<file path="config.mk">
export PLATFORM = sky130hd
export DESIGN_NAME = gta_ram
export DESIGN_NICKNAME = d
export VERILOG_FILES = /design/src/rtl/gta_ram.sv
export SDC_FILE = /design/constraint.sdc
export NUM_CORES = 1
export LEC_CHECK = 0
export ABC_AREA = 1
export BUFFER_PORTS_ARGS = -buffer_cell sky130_fd_sc_hd__buf_2
export CAP_MARGIN = 25
export CORE_ASPECT_RATIO = 1.2
export CORE_MARGIN = 2
export CORE_UTILIZATION = 60
export CTS_BUF_LIST = sky130_fd_sc_hd__clkbuf_8 sky130_fd_sc_hd__clkbuf_16
export CTS_CLUSTER_DIAMETER = 100
export CTS_CLUSTER_SIZE = 16
export DETAILED_ROUTE_END_ITERATION = 16
export PLACE_DENSITY = 0.8
export SYNTH_ARGS = -nofsm -noshare
export SYNTH_HDL_FRONTEND = slang
export SYNTH_SLANG_ARGS = --single-unit
</file>
<file path="constraint.sdc">
create_clock -name clk_i -period 1.7 [get_ports clk_i]
set_input_delay 0.34 -clock clk_i [delete_from_list [all_inputs] [get_ports clk_i]]
set_output_delay 0.34 -clock clk_i [all_outputs]
set_load 0.01 [all_outputs]
</file>
<file path="src/rtl/gta_ram.sv">
// Generic single-write, single-read RAM with a registered read port.
// No dependencies.
`default_nettype none

module gta_ram #(
  parameter int unsigned WIDTH = 8,
  parameter int unsigned DEPTH = 32
) (
  input  wire logic                          clk_i,
  input  wire logic                          we_i,
  input  wire logic [(DEPTH>1?$clog2(DEPTH):1)-1:0] waddr_i,
  input  wire logic [WIDTH-1:0]              wdata_i,
  input  wire logic [(DEPTH>1?$clog2(DEPTH):1)-1:0] raddr_i,
  output logic      [WIDTH-1:0]              rdata_o
);

  logic [WIDTH-1:0] mem_q [DEPTH];

  always_ff @(posedge clk_i) begin
    if (we_i) begin
      mem_q[waddr_i] <= wdata_i;
    end
    rdata_o <= mem_q[raddr_i];
  end

endmodule

`default_nettype wire

</file>
=== Yosys cells after proc, flatten, opt, wreduce, memory -nomap -nowiden ===
Memory sizes are Yosys's and may differ from the RTL's. A register that Yosys moved wholly into a read port is not among the register bits.
Cells that the tools add are included.

* $add $sub $neg: 0
* $mul: 0
* Div/mod/pow operators: 0
* $lt $le $gt $ge: 0
* Equal/unequal tests: 0
* Shifts and indexed selects: 0
* Mux-type cells: 2
* Bitwise gates (word level): 0
* Reductions and logical operators: 0

{| class="wikitable"
|+ Operator list
! kind !! number
|-
| $mux 1 || 2
|}

* Register bits after elaboration: 0
* Bits in latches: 0
* RAM bits: 256
* ROM bits: 0
* Output and inout bits: 8
* Logic and storage cells: 3
* Memories kept: 1

{| class="wikitable"
|+ Memory list
! name !! depth !! width !! read ports !! clocked after Yosys merged registers in !! write ports !! RTL line !! RTL
|-
| mem_q || 32 || 8 || 1 || 1 || 1 || 17 || <nowiki>logic [WIDTH-1:0] mem_q [DEPTH];</nowiki>
|}

=== Longest topological paths before layout ===
* Depth in word-level cells: 2
* Mapped depth: 11
* Gate-level depth less buffers: 9

=== Worst setup path before layout ===
OpenSTA, ideal clock, no wires.

* Kind: input to register
* From: input waddr_i[0] (netlist name)
* To: memory mem_q[0][0] (enable)
* Arrival time: 1.004 ns
* Path slack: 0.326 ns
* Cell stages on the path: 3
* Cell sequence: inv_1 -> nand3_1 -> nor2_1

{| class="wikitable"
|+ RTL lines
! item !! RTL line !! RTL
|-
| start: declaration || 11 || <nowiki>input wire logic [(DEPTH>1?$clog2(DEPTH):1)-1:0] waddr_i,</nowiki>
|-
| end: declaration || 17 ||
|}

Straight into the memory's write port.

=== Final worst setup path ===
* From: register rdata_o[1], read port of mem_q
* To: output rdata_o[1]

{| class="wikitable"
|+ RTL lines
! item !! RTL line !! RTL
|-
| start: declaration || 14 || <nowiki>output logic [WIDTH-1:0] rdata_o</nowiki>
|}

No word-level cell between the ends.

==> impl_metrics.env <==
export IMPL_syn2layout_area_growth_pct=10.3
export IMPL_mostFrequentLayoutCells="nand2_1, edfxtp_1, nand3_1"
export IMPL_powerDensity_nw_per_um2=1050
export IMPL_drive_gt1_share_pct=10.5
export IMPL_gr_max_usage_layer="met2"
export IMPL_netlist_instances=922
export IMPL_num_vias=7085
export IMPL_clockRootBuffer="clkbuf_16"
export IMPL_crit_buf_inv=1
export IMPL_post_route_period_util_pct=82.3
export IMPL_finalSetupTns_ns=0
export IMPL_worst_pin_slew_ns=0.669
export IMPL_nets=991
export IMPL_h_tree_depth=1
export IMPL_end_kind="output port"
export IMPL_placed_cell_area_um2=11300
export IMPL_vias_per_cell=5.88
export IMPL_io_pin_count=28
export IMPL_slowest_stage="dfxtp_1"
export IMPL_required_ns=1.36
export IMPL_period_minus_slack_ns=1.40
export IMPL_drtPass1Iterations=5
export IMPL_fp_dieH_um=151
export IMPL_synth_distinct_cells=12
export IMPL_overflow=0
export IMPL_die_area_um2=19100
export IMPL_grt_max_degree=69
export IMPL_synth_seq_cells=264
export IMPL_cts_resized=0
export IMPL_critical_path_top_delay_family="flip-flops"
export IMPL_finalSetupViolations=0
export IMPL_synth_nets=942
export IMPL_syn_mean_instance_area_um2=11.7
export IMPL_gp_congestion=0.889
export IMPL_grtUsageTotal_pct=25.3
export IMPL_path_clk_slew_ns=0.07
export IMPL_cts_inserted_buffers=20
export IMPL_ctsHoldBuffers=0
export IMPL_routed_wirelength_mm=23.9
export IMPL_yosysWarnings=0
export IMPL_start_kind="register"
export IMPL_wl_per_cell_um=19.8
export IMPL_crit_type="register to output port"
export IMPL_hold_viol_final=0
export IMPL_initial_core_util_pct=61.4
export IMPL_critPathArrivalTime_ns=1.06
export IMPL_fin_util_pct=67.7
export IMPL_finalInstanceArea_um2=11900
export IMPL_antenna_found_initial=0
export IMPL_clock_latency_ns=0.49
export IMPL_cts_num_sinks=264
export IMPL_cts_tree="built"
export IMPL_grt_pass1_wl_mm=36.8
export IMPL_path_cells="buf_2"
export IMPL_use_met3_pct=3.99
export IMPL_die_w_um=126
export IMPL_use_met1_pct=33.1
export IMPL_slew_violations=0
export IMPL_whs_ns=0.208
export IMPL_leakage_nw=4.53
export IMPL_drv_cap=0
export IMPL_drtIter0Drc=856
export IMPL_crit_fanout=1
export IMPL_portBuffers=27
export IMPL_max_stage_delay_ns=0.40
export IMPL_final_common_cell="nand2_1"
export IMPL_fmax_ghz=0.715
export IMPL_grt_pass1_vias=6923
export IMPL_detail_route_antenna_nets=0
export IMPL_skew_ns=0.00982
export IMPL_max_vdd_ir_drop_mv=0.894
export IMPL_grt_util_met2_pct=43.2
export IMPL_rsz0062_at_grt="false"
export IMPL_postCtsSetupBuffers=0
export IMPL_core_rowCount=53
export IMPL_core_area_um2=17600
export IMPL_min_path_type="primary input to register"
export IMPL_clk_path_buf_depth=3
export IMPL_outcome="complete, no violations"
export IMPL_syn_cell_area_um2=10800
export IMPL_drc=0
export IMPL_slew_headroom_pct=55.4
export IMPL_insertedDiodeCount=0
export IMPL_hpwl_mm=14.6
export IMPL_ys_seq_area_share_pct=72.8
[final cells by class]
class,count,area [um2]
clock buffer,21,526
multi-input combinational,596,2490
inverter,10,38.8
clock inverter,15,61.3
timing repair buffer,79,653
tap,220,275
fill,1224,5680
sequential,264,7850
[state kept, by name (all words and copies together) (netlist names)]
register / flops
rdata_o: 8
mem_q: 256
[power by group]
group	leakage (nW)	switching, mW	internal, mW
Clock	0.338	2.07	2.23
Combinational	1.82	0.619	0.262
Sequential	2.37	0.0410	7.23
Total	4.53	2.73	9.72
[synth_stat cells]
cell type / number / share of area, %
nand2_1: 360 / 13
edfxtp_1: 256 / 71
nand3_1: 204 / 9.5
nor2_1: 32 / 1.1
buf_6: 24 / 2.5
buf_2: 15 / 0.70
dfxtp_1: 8 / 1.5
inv_1: 8 / 0.28
clkbuf_1: 7 / 0.24
buf_4: 4 / 0.28
buf_1: 2 / 0.070
inv_2: 2 / 0.070
[cells by family after synthesis]
kind of cell / Yosys count / share of synthesized area [%]
AND/OR/NAND/NOR: 596 / 23.1
buffers and inverters: 62 / 4.14
flip-flops: 264 / 72.8
[routing by layer]
layer / vias to the layer above / share of wire (%)
li1: 3292 / -
met1: 3422 / 39
met2: 320 / 51
met3: 51 / 7.4
met4: 0 / 3.0
met5: - / 0
[path summary, 6_finish.rpt]
check | from | endpoint | slack (ns) | cells after the start
setup reg to reg | mem_q[1][6] | rdata_o[6] | 0.54 | 8
setup / recovery | rdata_o[1] | rdata_o[1] | 0.30 | 1
hold reg to reg | mem_q[20][4] | rdata_o[4] | 0.78 | 8
hold / removal | raddr_i[4] | rdata_o[2] | 0.21 | 3
[per-stage QoR]
stage | instances | total power, mW | setup WS, ns
after floorplan | 922 | 7.92 | 0.326
after global placement | 1169 | 8.26 | 0.113
after detailed placement | 1169 | 8.29 | 0.0914
after CTS | 1205 | 12.5 | 0.281
after global routing | 1205 | 12.8 | 0.255
final | 1205 | 12.4 | 0.301
Note: power is estimated with default switching activity, not from simulation.
