===== config.mk =====
export PLATFORM = sky130hd
export DESIGN_NAME = gta_div
export DESIGN_NICKNAME = d
export VERILOG_FILES = /design/src/rtl/gta_pkg.sv /design/src/rtl/gta_div.sv
export SDC_FILE = /design/constraint.sdc
export NUM_CORES = 1
export LEC_CHECK = 0
export BUFFER_PORTS_ARGS = -buffer_cell sky130_fd_sc_hd__buf_2
export CORE_ASPECT_RATIO = 0.5
export CORE_UTILIZATION = 40
export DETAILED_ROUTE_END_ITERATION = 6
export HOLD_SLACK_MARGIN = 0.05
export SYNTH_ARGS = -nofsm -noshare
export SYNTH_HDL_FRONTEND = slang
export SYNTH_SLANG_ARGS = --single-unit

===== constraint.sdc =====
create_clock -name clk_i -period 7.2 [get_ports clk_i]
set_input_delay 0 -clock clk_i [delete_from_list [all_inputs] [get_ports clk_i]]
set_output_delay 0 -clock clk_i [all_outputs]
set_load 0.03 [all_outputs]

===== src/rtl/gta_pkg.sv =====
// Shared types and constants of the gated track association block.
// Used by gta_div and gated_track_association_top; no dependencies.
`default_nettype none

package gta_pkg;

  localparam int unsigned COORD_W = 32;
  localparam int unsigned CNT_W   = 16;
  localparam int unsigned NUM_W   = 48;
  localparam int unsigned DEN_W   = 17;
  localparam int unsigned IDX_W   = 5;

  localparam logic [CNT_W-1:0] COUNT_MAX = 16'hFFFF;

  typedef enum logic [1:0] {
    KIND_ASSOC   = 2'd0,
    KIND_PUBLISH = 2'd1,
    KIND_DONE    = 2'd2
  } kind_e;

  typedef enum logic [0:0] {
    CFG_GATE    = 1'b0,
    CFG_MIN_OBS = 1'b1
  } cfg_index_e;

  typedef enum logic [17:0] {
    S_IDLE     = 18'h00001,
    S_GATE     = 18'h00002,
    S_RD       = 18'h00004,
    S_LAT      = 18'h00008,
    S_SQ       = 18'h00010,
    S_CMP      = 18'h00020,
    S_UPD_RD   = 18'h00040,
    S_UPD_LAT  = 18'h00080,
    S_MUL      = 18'h00100,
    S_DIV_GO   = 18'h00200,
    S_DIV_WAIT = 18'h00400,
    S_WR       = 18'h00800,
    S_NEW      = 18'h01000,
    S_DROP     = 18'h02000,
    S_FR_RD    = 18'h04000,
    S_FR_LAT   = 18'h08000,
    S_FR_CHK   = 18'h10000,
    S_FR_DONE  = 18'h20000
  } state_e;

  typedef struct packed {
    logic signed [COORD_W-1:0] x;
    logic signed [COORD_W-1:0] y;
    logic signed [COORD_W-1:0] z;
    logic [CNT_W-1:0]          cnt;
    logic                      pub;
  } entry_t;

  typedef struct packed {
    logic             start;
    logic [NUM_W-1:0] dividend;
    logic [DEN_W-1:0] divisor;
  } div_req_t;

  typedef struct packed {
    logic             done;
    logic [NUM_W-1:0] quotient;
  } div_rsp_t;

  typedef struct packed {
    kind_e                     kind;
    logic [IDX_W-1:0]          idx;
    logic                      created;
    logic                      dropped;
    logic signed [COORD_W-1:0] x;
    logic signed [COORD_W-1:0] y;
    logic signed [COORD_W-1:0] z;
    logic [CNT_W-1:0]          cnt;
    logic                      last;
  } out_t;

endpackage

`default_nettype wire


===== src/rtl/gta_div.sv =====
// Restoring divider, one quotient bit per cycle, for the running mean.
// Depends on gta_pkg.
`default_nettype none

module gta_div (
  input  wire logic              clk_i,
  input  wire logic              rst_ni,
  input  wire gta_pkg::div_req_t req_i,
  output gta_pkg::div_rsp_t      rsp_o
);

  localparam int unsigned CW = $clog2(gta_pkg::NUM_W + 1);

  logic [gta_pkg::NUM_W-1:0] dvd_q, dvd_d;
  logic [gta_pkg::DEN_W-1:0] den_q, den_d;
  logic [gta_pkg::DEN_W-1:0] rem_q, rem_d;
  logic [CW-1:0]             cnt_q, cnt_d;
  logic                      done_q, done_d;
  logic [gta_pkg::DEN_W:0]   rem_sh;
  logic                      qbit;

  always_comb begin
    rem_sh = {rem_q, dvd_q[gta_pkg::NUM_W-1]};
    qbit   = (rem_sh >= {1'b0, den_q});
    dvd_d  = dvd_q;
    den_d  = den_q;
    rem_d  = rem_q;
    cnt_d  = cnt_q;
    done_d = 1'b0;
    if (req_i.start) begin
      dvd_d = req_i.dividend;
      den_d = req_i.divisor;
      rem_d = '0;
      cnt_d = CW'(gta_pkg::NUM_W);
    end else if (cnt_q != '0) begin
      if (qbit) begin
        rem_d = gta_pkg::DEN_W'(rem_sh - {1'b0, den_q});
      end else begin
        rem_d = rem_sh[gta_pkg::DEN_W-1:0];
      end
      dvd_d  = {dvd_q[gta_pkg::NUM_W-2:0], qbit};
      cnt_d  = cnt_q - 1'b1;
      done_d = (cnt_q == CW'(1));
    end
  end

  always_ff @(posedge clk_i or negedge rst_ni) begin
    if (!rst_ni) begin
      cnt_q  <= '0;
      done_q <= 1'b0;
    end else begin
      cnt_q  <= cnt_d;
      done_q <= done_d;
    end
  end

  always_ff @(posedge clk_i) begin
    dvd_q <= dvd_d;
    den_q <= den_d;
    rem_q <= rem_d;
  end

  assign rsp_o.done     = done_q;
  assign rsp_o.quotient = dvd_q;

endmodule

`default_nettype wire


Word level (Yosys, flattened, before mapping) --
Index checks and enable logic that the tools add are counted.
Word-level totals: flip-flop bits (word level) 89, latch bits 0, memory bits (writable) 0, memory bits (read-only) 0, input port bits 68, output and inout bits 49, logic and storage cells 18, memories kept 0
Cells by class: add/subtract/negate cells 2, multiply operators 0, divide/modulo/power cells 0, magnitude comparators 1, equality and inequality tests 1, shift-type cells 0, mux-type cells 7, bitwise logic cells 0, reductions and logical operators 2
Operators with widths (number):
- two-way mux 48 bit | 2
- greater-or-equal comparator 18 x 17 -> 1 bit | 1
- two-way mux 17 bit | 1
- subtractor 17 bit | 1
- two-way mux 6 bit | 2
- == test 6 x 1 -> 1 bit, second input constant | 1
- nonzero test 6 bit | 1
- subtractor 6 x 1 -> 6 bit, second input constant | 1
- two-way mux 1 bit | 2
- nonzero test 2 bit | 1

Logic depth before layout (Yosys ltp) --
Gate-level depths: netlist (run 1).
word-level depth 3, mapped depth 12, depth with buffers taken out 11

Worst setup path after synthesis (run 1) --
No wires, ideal clock.
kind reg2reg, from register dvd_q[47] (netlist bit), to register rem_q[10] (netlist bit), library setup time 0.138 ns, data arrival time 2.508 ns, data required time 7.062 ns, slack 4.555 ns, stages on the path, launching flop included 13, path buffers 1, period minus slack after synthesis 2.645 ns, cell sequence edfxtp_1 inv_1 ha_1 inv_1 fa_1 a21oi_1 o22ai_1 o31ai_4 a211oi_4 nor2_4 buf_12 mux2i_1 a211oi_1
On the way: cells in the longest elaborated chain, start to end 2, elaborated cells on any way between the ends 3, classes of those cells 1 x add/sub; 1 x order compare; 1 x mux
RTL lines:
- start, declared | line gta_div.sv:14 | logic [gta_pkg::NUM_W-1:0] dvd_q, dvd_d;
- start signal, assigned | line gta_div.sv:58 | dvd_q <= dvd_d;
- subtractor 17 bit / greater-or-equal comparator 18 x 17 -> 1 bit (equally long branches) | line gta_div.sv:37, gta_div.sv:24
- two-way mux 17 bit * | line gta_div.sv:36 | if (qbit) begin
- end signal, assigned | line gta_div.sv:60 | rem_q <= rem_d;
- end, declared | line gta_div.sv:16 | logic [gta_pkg::DEN_W-1:0] rem_q, rem_d;
Every way passes the cells marked *; elsewhere a longest branch is shown, timed or not. A chain may end at the register's enable or synchronous reset.

Worst setup path after layout (run 1) --
Same ends and word-level chain as after synthesis.

==> results of run 1 <==
-- cells in the final DEF (no fill, tap or decap), types with 3 or more instances in the layout --
cell           netlist  layout
nor2_1              34      34
buf_2                2     115
nor4_1               3       3
o21a_1               6       6
inv_1               29      29
ha_1                19      19
dfrtp_1              7       7
nand3_1              6       6
a211oi_1            15      15
nor2b_1              3       3
nor3_1               5       5
mux2_2              48      48
xor2_1               7       7
edfxtp_1            65      65
dlygate4sd3_1        0      67
o21ai_0             10      10
xnor2_1              5       5
a31oi_1              3       3
dfxtp_1             17      17
mux2i_1             11      11
buf_4                1       3
a21oi_1             15      15
nand2_1             20      19
a21o_1               3       3
clkbuf_16            0       9
-- area by class of cell --
type                            instances  area, sq um
Tap cell                              159          199
Inverter                               29          109
Multi-Input combinational cell        253         2000
Timing Repair Buffer                  185         1270
Clock buffer                           10          229
Clock inverter                          6         51.3
Fill cell                             981         4890
Sequential cell                        89         2470
-- synth_stat cells (all sizes together), types with 2 or more instances --
master	number
a211oi	17
a21o	4
a21oi	17
a311oi	2
a31oi	3
a41oi	2
buf	6
clkbuf	14
dfrtp	7
dfxtp	17
edfxtp	65
ha	19
inv	29
mux2	48
mux2i	11
nand2	20
nand3	6
nand4	2
nor2	35
nor2b	3
nor3	5
nor4	3
o21a	6
o21ai	11
o31ai	2
o41ai	2
or2	2
or3	2
xnor2	5
xor2	7
-- worst max path at each step --
stage                         from                     end  slack (ns)  depth (start not counted)
2_1_floorplan  dvd_q[47]$_DFFE_PP_  rem_q[10]$_SDFFE_PP0P_        4.55                         12
3_3_place_gp   dvd_q[47]$_DFFE_PP_  rem_q[16]$_SDFFE_PP0P_        4.22                         11
3_5_place_dp   dvd_q[47]$_DFFE_PP_   rem_q[9]$_SDFFE_PP0P_        4.14                         11
4_1_cts        dvd_q[47]$_DFFE_PP_   rem_q[9]$_SDFFE_PP0P_        4.12                         11
5_1_grt        dvd_q[47]$_DFFE_PP_  rem_q[10]$_SDFFE_PP0P_        3.83                         11
6_report       dvd_q[47]$_DFFE_PP_  rem_q[10]$_SDFFE_PP0P_        4.15                         11
-- power breakdown --
part / switching (mW) / internal [mW]
registers: 0.0615 / 0.646
clock network: 0.207 / 0.240
logic: 0.417 / 0.325
total: 0.686 / 1.21
-- metal layers --
| layer | global-route usage | part of all wire |
|---|---|---|
| met4 | 0.0535 | 0.013 |
| met1 | 0.224 | 0.47 |
| met5 | 0 | 0 |
| met2 | 0.305 | 0.47 |
| met3 | 0.0536 | 0.052 |
-- registers in the layout, indices dropped and copies added (netlist names) --
register and count:
rem_q 17, cnt_q 6, dvd_q 48, done_q 1
den_q 17
-- kinds of logic (layout without fill, tap and decap cells) --
family / Yosys count / in the layout / share of synthesized area
AO/OA/AOI/OAI: 77 / 77 / 0.125
XOR/XNOR: 12 / 12 / 0.0224
adder cells (fa/ha/maj): 20 / 20 / 0.0550
buffers and inverters: 49 / 230 / 0.0478
flip-flops: 89 / 89 / 0.526
multiplexers: 59 / 59 / 0.139
AND/OR/NAND/NOR: 85 / 85 / 0.0846
-- per-stage QoR --
stage               instance area, sq um  worst slack (ns)
floorplan                           4690              4.55
global placement                    5370              4.22
detailed placement                  5370              4.14
CTS                                 6320              4.12
global route                        6320              3.83
finish                              6320              4.15
-- repair_timing --
item,in CTS,in global routing
hold endpoints to repair,72,0
hold buffers,67,0
buffers inserted,0,0
==> flow_metrics.tcl, run 1 <==
set metrics [dict create \
    status "finished clean" \
    critPathSlowestCell "nor2_4" \
    rsz0062_at_grt "false" \
    avgSynthCellArea_sq_um 12.0 \
    first_pass_iters 4 \
    hpwlAfterDp_mm 6.84 \
    grt_pass1_vias 3630 \
    track_usage 0.180 \
    drive_above_1_share 0.337 \
    cpMostUsedCell "inv_1" \
    ys_types 63 \
    die_y_microns 78.6 \
    cp_max_fo 23 \
    clock_skew_ns 0.00820 \
    std_cell_rows 27 \
    hold-worst-slack_ns 0.322 \
    slew_headroom 0.322 \
    synth_top_flop_cell "edfxtp_1" \
    yosys.area.top_type "edfxtp_1" \
    grt_overflow 0 \
    ys_warn_count 0 \
    io_pins 117 \
    clockRootBuffer "clkbuf_16" \
    yosysTopAreaCellShare 0.416 \
    dpl.cell_count 648 \
    required_ns 7.44 \
    vias_per_cell 4.96 \
    tns_ns 0 \
    clk_pin_slew_ns 0.07 \
    cts_tree "built" \
    drc 0 \
    areaGrowthSynthToFinish_pct 34.9 \
    finalWirelength_mm 10.6 \
    first_iter_violations 162 \
    avgRoutedWirePerCell_microns 14.5 \
    die_w_microns 155 \
    synth-edff-count 65 \
    final_cells 731 \
    min_period_ns 3.05 \
    setup_viol 0 \
    r2r_end "rem_q[10]$_SDFFE_PP0P_" \
    path_class "reg -> reg" \
    power_mw 1.90 \
    ctsResizeCount 0 \
    ant_nets 0 \
    cts_sinks 89 \
    ir_drop_mv 0.137 \
    path_delay_family "compound AO/OA/AOI/OAI gates" \
    cp-end-kind "flip-flop" \
    gp_congestion 0.869 \
    rrSetupSlack_ns 4.15 \
    cp.arrival_ns 3.29 \
    drv_slew 0 \
    syn_area_sq_mm 0.00469 \
    hold_start "req_i[65]" \
    h-tree-depth 3 \
    r2r_start "dvd_q[47]$_DFFE_PP_" \
    hold_viol_final 0 \
    hold_class "in -> reg" \
    syn_nets 479 \
    ys_seq_area_frac 0.526 \
    netlist_instances 391 \
    synth-async-reset-ratio 0.0787 \
    cp_slowest_stage_delay_ns 0.57 \
    core_sq_mm 0.0112 \
    cp_num_buf_inv 2 \
    antenna_found_initial 0 \
    vias 3623 \
    clockBufferDepth 2 \
    start_util 0.418 \
    min_to "dvd_q[8]$_DFFE_PP_" \
    clk_latency_ns 0.34 \
    ff2ff_path_depth 11 \
    grt_pass1_wl_mm 17.4 \
    max_clock_freq_mhz 327 \
    fin_crit_sh 0.424 \
    cts_buffers 9 \
    tightest_slew_ns 1.01 \
    ys_seq_elements 89 \
    grt_max_degree 50 \
    crit_chain "inv_1 > ha_1 > inv_1 > fa_1 > a21oi_1 > o22ai_1 > o31ai_4 > a211oi_4 > nor2_4 > mux2i_1 > a211oi_1" \
    finalCoreUtilization 0.564 \
    whs_path_depth 2 \
    ys_top_cells_by_area "edfxtp_1 (42%), mux2_2 (12%), dfxtp_1 (7.3%), ha_1 (5.1%), dfrtp_1 (3.7%)" \
    die-area_sq_mm 0.0122 \
    power.leakage_nw 2.78 \
    final_nets 655 \
    cp-start-kind "flip-flop" \
    diodes 0 \
    power_density_mw_per_mm2 300 \
    port_buffers 116 \
    max_cap_violations 0 \
]
Note: power is estimated with default switching activity, not from simulation.
==> run 2: changes to the inputs <==
==> constraint.sdc (replaced) <==
create_clock -name clk_i -period 3.1 [get_ports clk_i]
set_input_delay 0 -clock clk_i [delete_from_list [all_inputs] [get_ports clk_i]]
set_output_delay 0 -clock clk_i [all_outputs]
set_load 0.03 [all_outputs]
==> run 2 against run 1 <==
  * Final cell count is 0.55% higher
  * Utilization is 0.47 points higher
  * Cell area is 0.83% higher
==> flow_metrics.tcl, run 2 (synthesized netlist as in run 1, its figures left out) <==
set metrics [dict create \
    grt_pass1_vias 3615 \
    clockRootBuffer "clkbuf_16" \
    tns_ns 0 \
    met2_usage 0.318 \
    cp_max_fo 16 \
    start_util 0.418 \
    gp_congestion 0.878 \
    cts_post_setup_buffers_inserted 0 \
    power_mw 4.54 \
    max_clock_freq_mhz 357 \
    die-area_sq_mm 0.0122 \
    nFillCells 981 \
    mostFrequentLayoutCells "buf_2 (115), dlygate4sd3_1 (67), edfxtp_1 (65), mux2_2 (48), nor2_1 (34)" \
    clk_latency_ns 0.35 \
    largest_register_ffs 48 \
    setup_viol 0 \
    cts_sinks 89 \
    required_ns 3.31 \
    clockBufferDepth 2 \
    hold_class "in -> reg" \
    finalCoreUtilization 0.569 \
    path_class "reg -> reg" \
    power_density_mw_per_mm2 712 \
    hpwlAfterDp_mm 7.07 \
    fin_crit_sh 0.904 \
    tightest_slew_ns 0.635 \
    first_iter_violations 126 \
    grt.busiest_layer "met2" \
    setup_slack_ns 0.297 \
    final_nets 659 \
    ir_drop_mv 0.288 \
    dpl_worst_slack_ns 0.302 \
    areaGrowthSynthToFinish_pct 36.0 \
    clock_skew_ns 0.0108 \
    min_period_ns 2.80 \
    cts_tree "built" \
    max_cap_violations 0 \
    slew_headroom 0.577 \
    finalWirelength_mm 10.7 \
    avgRoutedWirePerCell_microns 14.6 \
    final_common_cell "buf_2" \
    status "finished clean" \
    grt_use_met1 0.226 \
    top_regs "dvd_q (48), den_q (17), rem_q (17)" \
    first_pass_iters 4 \
    largest-register "dvd_q" \
    power.leakage_nw 2.80 \
    drc 0 \
    die_w_microns 155 \
    std_cell_rows 27 \
    cp-start-kind "flip-flop" \
    cts_buffers 9 \
    io_pins 117 \
    drv_slew 0 \
    ant_nets 0 \
    vias_per_cell 4.93 \
    diodes 0 \
    clk_pin_slew_ns 0.07 \
    drive_above_1_share 0.340 \
    cp-end-kind "flip-flop" \
    cp.arrival_ns 3.01 \
    antenna_found_initial 0 \
    die_y_microns 78.6 \
    grt_util_met3 0.0525 \
    port_buffers 116 \
    hold_viol_final 0 \
    core_sq_mm 0.0112 \
    rsz0062_at_grt "false" \
    grt_max_degree 49 \
    h-tree-depth 3 \
    grt_pass1_wl_mm 17.5 \
    vias 3626 \
    track_usage 0.184 \
    grt_overflow 0 \
]
## run 2: path summary, 6_finish.rpt
check | startpoint | end | slack (ns) | depth (start not counted)
worst min-delay path | req_i[65] | rem_q[4]$_SDFFE_PP0P_ | 0.08 | 2
worst max register to register | dvd_q[47]$_DFFE_PP_ | rem_q[14]$_SDFFE_PP0P_ | 0.30 | 12
worst max-delay path | dvd_q[47]$_DFFE_PP_ | rem_q[14]$_SDFFE_PP0P_ | 0.30 | 12
min in group asynchronous | rst_ni | cnt_q[3]$_DFFE_PN0P_ | 0.63 | 3
worst min register to register | rem_q[2]$_SDFFE_PP0P_ | rem_q[2]$_SDFFE_PP0P_ | 0.52 | 2
max in group asynchronous | rst_ni | cnt_q[0]$_DFFE_PN0P_ | 2.20 | 3
## run 2: what timing repair did
item,CTS,global route
endpoints found under the hold margin,72,0
hold buffers,67,0
gates resized for setup,0,0
## run 2: layer usage
metal / share of wire / wire [microns] / vias to the layer above
li1: - / - / 1806
met1: 0.46 / 4950 / 1724
met2: 0.48 / 5100 / 86
met3: 0.049 / 525 / 10
met4: 0.012 / 127 / 0
met5: 0 / 0 / -
## run 2: final cells by class
cell class / count / area [sq um] / share of cell area
timing repair buffer: 189 / 1300 / 0.204
sequential: 89 / 2470 / 0.387
tap: 159 / 199 / 0.0312
inverter: 29 / 109 / 0.0171
multi-input combinational: 253 / 2000 / 0.314
clock inverter: 7 / 77.6 / 0.0122
clock buffer: 9 / 225 / 0.0353
## run 2: power breakdown
group	switching (mW)	internal, mW
registers	0.148	1.50
clock network	0.498	0.636
logic	0.981	0.780
## run 2: worst max-delay path, cell delays in order (launching register included)
cell and delay [ns]:
edfxtp_1 0.41, inv_1 0.08, ha_1 0.17, inv_1 0.06, fa_1 0.40, a21oi_1 0.23, o22ai_1 0.18, o31ai_4 0.35
a211oi_4 0.13, nor2_4 0.10, buf_4 0.25, mux2i_1 0.24, a211oi_1 0.09
## run 2: stage by stage
step	std cells	hold WS [ns]	area, sq um
2_1_floorplan	391	-0.296	4690
3_3_place_gp	652	-0.150	5400
3_5_place_dp	652	-0.150	5400
4_1_cts	735	0.0735	6380
5_1_grt	735	0.0810	6380
6_report	735	0.0810	6380
==> run 3: changes to the inputs <==
--- a/config.mk
+++ b/config.mk
@@ -7,9 +7,11 @@
 export LEC_CHECK = 0
 export BUFFER_PORTS_ARGS = -buffer_cell sky130_fd_sc_hd__buf_2
 export CORE_ASPECT_RATIO = 0.5
+export CORE_MARGIN = 2
 export CORE_UTILIZATION = 40
 export DETAILED_ROUTE_END_ITERATION = 6
 export HOLD_SLACK_MARGIN = 0.05
+export RECOVER_POWER = 25
 export SYNTH_ARGS = -nofsm -noshare
 export SYNTH_HDL_FRONTEND = slang
 export SYNTH_SLANG_ARGS = --single-unit
==> run 3 against run 2 <==
  * Clock power decreased by 9.7%
  * Largest power group unchanged
  * Combinational power hardly changed
  * Die area grew 3.9%
  * Critical path type unchanged
==> flow_metrics.tcl, run 3 (synthesized netlist as in run 1, its figures left out) <==
set metrics [dict create \
    ir_drop_mv 0.330 \
    drive_above_1_share 0.324 \
    required_ns 3.25 \
    drc 0 \
    ff2ff_path_depth 12 \
    track_usage 0.180 \
    areaGrowthSynthToFinish_pct 35.1 \
    seq_power_share 0.373 \
    ctsResizeCount 0 \
    power.leakage_nw 2.75 \
    min_period_ns 2.82 \
    vias 3613 \
    finalWirelength_mm 10.8 \
    cts_post_setup_buffers_inserted 0 \
    max_cap_violations 0 \
    clockRootBuffer "clkbuf_16" \
    final_nets 658 \
    gp_congestion 0.821 \
    antenna_found_initial 0 \
    clockBufferDepth 2 \
    clk_pin_slew_ns 0.07 \
    top_regs "dvd_q (48), den_q (17), rem_q (17)" \
    cpMostUsedCell "inv_1" \
    final_common_cell "buf_2" \
    max_clock_freq_mhz 354 \
    hold_viol_final 0 \
    status "finished clean" \
    io_pins 117 \
    cp_max_fo 16 \
    die_y_microns 80.6 \
    largest-register "dvd_q" \
    intPower_mw 2.82 \
    finalCoreUtilization 0.565 \
    diodes 0 \
    min_to "den_q[16]$_DFFE_PP_" \
    avgRoutedWirePerCell_microns 14.8 \
    h-tree-depth 3 \
    first_pass_iters 4 \
    rsz0062_at_grt "false" \
    cts_sinks 89 \
    power.share.clock 0.230 \
    whs_path_depth 2 \
    power_density_mw_per_mm2 696 \
    vias_per_cell 4.93 \
    grt_pass1_vias 3659 \
    setup_viol 0 \
    die_w_microns 157 \
    p_switching_mw 1.59 \
    cp_slowest_stage_delay_ns 0.40 \
    fin_crit_sh 0.910 \
    p_sw_frac 0.361 \
    hold_start "req_i[16]" \
    cp-end-kind "flip-flop" \
    ant_nets 0 \
    rrSetupSlack_ns 0.28 \
    grt_pass1_wl_mm 17.6 \
    die-area_sq_mm 0.0127 \
    cts_buffers 9 \
    cp-start-kind "flip-flop" \
    clock_skew_ns 0.00829 \
    first_iter_violations 147 \
    r2r_start "dvd_q[47]$_DFFE_PP_" \
    clk_latency_ns 0.34 \
    hpwlAfterDp_mm 7.14 \
    critPathSlowestCell "edfxtp_1" \
    tightest_slew_ns 1.46 \
    grt_max_degree 58 \
    tns_ns 0 \
    std_cell_rows 27 \
    crit_chain "inv_1 > ha_1 > inv_1 > fa_1 > a21oi_1 > o22ai_1 > o31ai_4 > a211oi_4 > nor2_4 > buf_4 > mux2i_1 > a211oi_1" \
    cp.arrival_ns 2.97 \
    cts-hold-fix-buffers 67 \
    port_buffers 116 \
    r2r_end "rem_q[12]$_SDFFE_PP0P_" \
    core_sq_mm 0.0112 \
    cts_tree "built" \
    grt_overflow 0 \
    drv_slew 0 \
    p_comb_frac 0.397 \
    slew_headroom 0.0297 \
    mostFrequentLayoutCells "buf_2 (106), dlygate4sd3_1 (67), edfxtp_1 (65), mux2_2 (48), nor2_1 (34)" \
    hold_class "in -> reg" \
    largest_register_ffs 48 \
    path_class "reg -> reg" \
    start_util 0.418 \
]
## run 3: cell types whose count changed in the layout (fill, tap and decap cells not counted), moves of 2 or more
cell / delta
buf_4: -3
inv_8: -2
clkinv_1: -2
buf_2: -9
clkinvlp_4: +2
clkbuf_1: +10
## run 3: how the worst max path moves through the flow
stage,startpoint,endpoint,slack (ns)
after global placement,dvd_q[47]$_DFFE_PP_,rem_q[10]$_SDFFE_PP0P_,0.40
after detailed placement,dvd_q[47]$_DFFE_PP_,rem_q[11]$_SDFFE_PP0P_,0.32
after floorplan,dvd_q[47]$_DFFE_PP_,rem_q[10]$_SDFFE_PP0P_,0.45
after CTS,dvd_q[47]$_DFFE_PP_,rem_q[12]$_SDFFE_PP0P_,0.29
after global routing,dvd_q[47]$_DFFE_PP_,rem_q[12]$_SDFFE_PP0P_,0.10
final,dvd_q[47]$_DFFE_PP_,rem_q[12]$_SDFFE_PP0P_,0.28
## run 3: routing by layer
layer / wire [microns] / global-route usage
met4: 119 / 0.0518
met5: 0 / 0
met3: 587 / 0.0502
met1: 5140 / 0.229
met2: 4970 / 0.301
## run 3: area by class of cell
type	count	area, sq um
well taps	159	199
multi-input cells	253	2000
clock inverters	5	41.3
repair buffers	188	1290
fillers	990	4880
clock buffers	10	229
inverters	29	109
flip-flops and latches	89	2470
## run 3: per-stage QoR
stage                     cells  hold WS [ns]  power, mW  area [sq um]  worst slack [ns]
final                       733         0.373       4.41          6340             0.277
after global placement      651        -0.152       3.33          5410             0.401
after global routing        733         0.362       4.70          6340             0.100
after floorplan             391        -0.296       3.03          4690             0.455
after CTS                   733         0.250       4.45          6350             0.288
after detailed placement    651        -0.151       3.35          5410             0.322
## run 3: power by group through the flow
stage	clock, mW	sequential, mW	combinational [mW]
detailed placement	0	1.66	1.68
global route	1.10	1.68	1.93
CTS	1.05	1.64	1.76
global placement	0	1.66	1.67
floorplan	0	1.79	1.25
finish	1.02	1.64	1.75
## run 3: critical path, delay by kind of cell (launching register included)
kind | cells | cell delay [ns]
buffers and inverters | 3 | 0.37
multiplexers | 1 | 0.22
AO/OA/AOI/OAI | 5 | 0.97
flip-flops | 1 | 0.40
AND/OR/NAND/NOR | 1 | 0.11
adder cells (fa/ha/maj) | 2 | 0.55
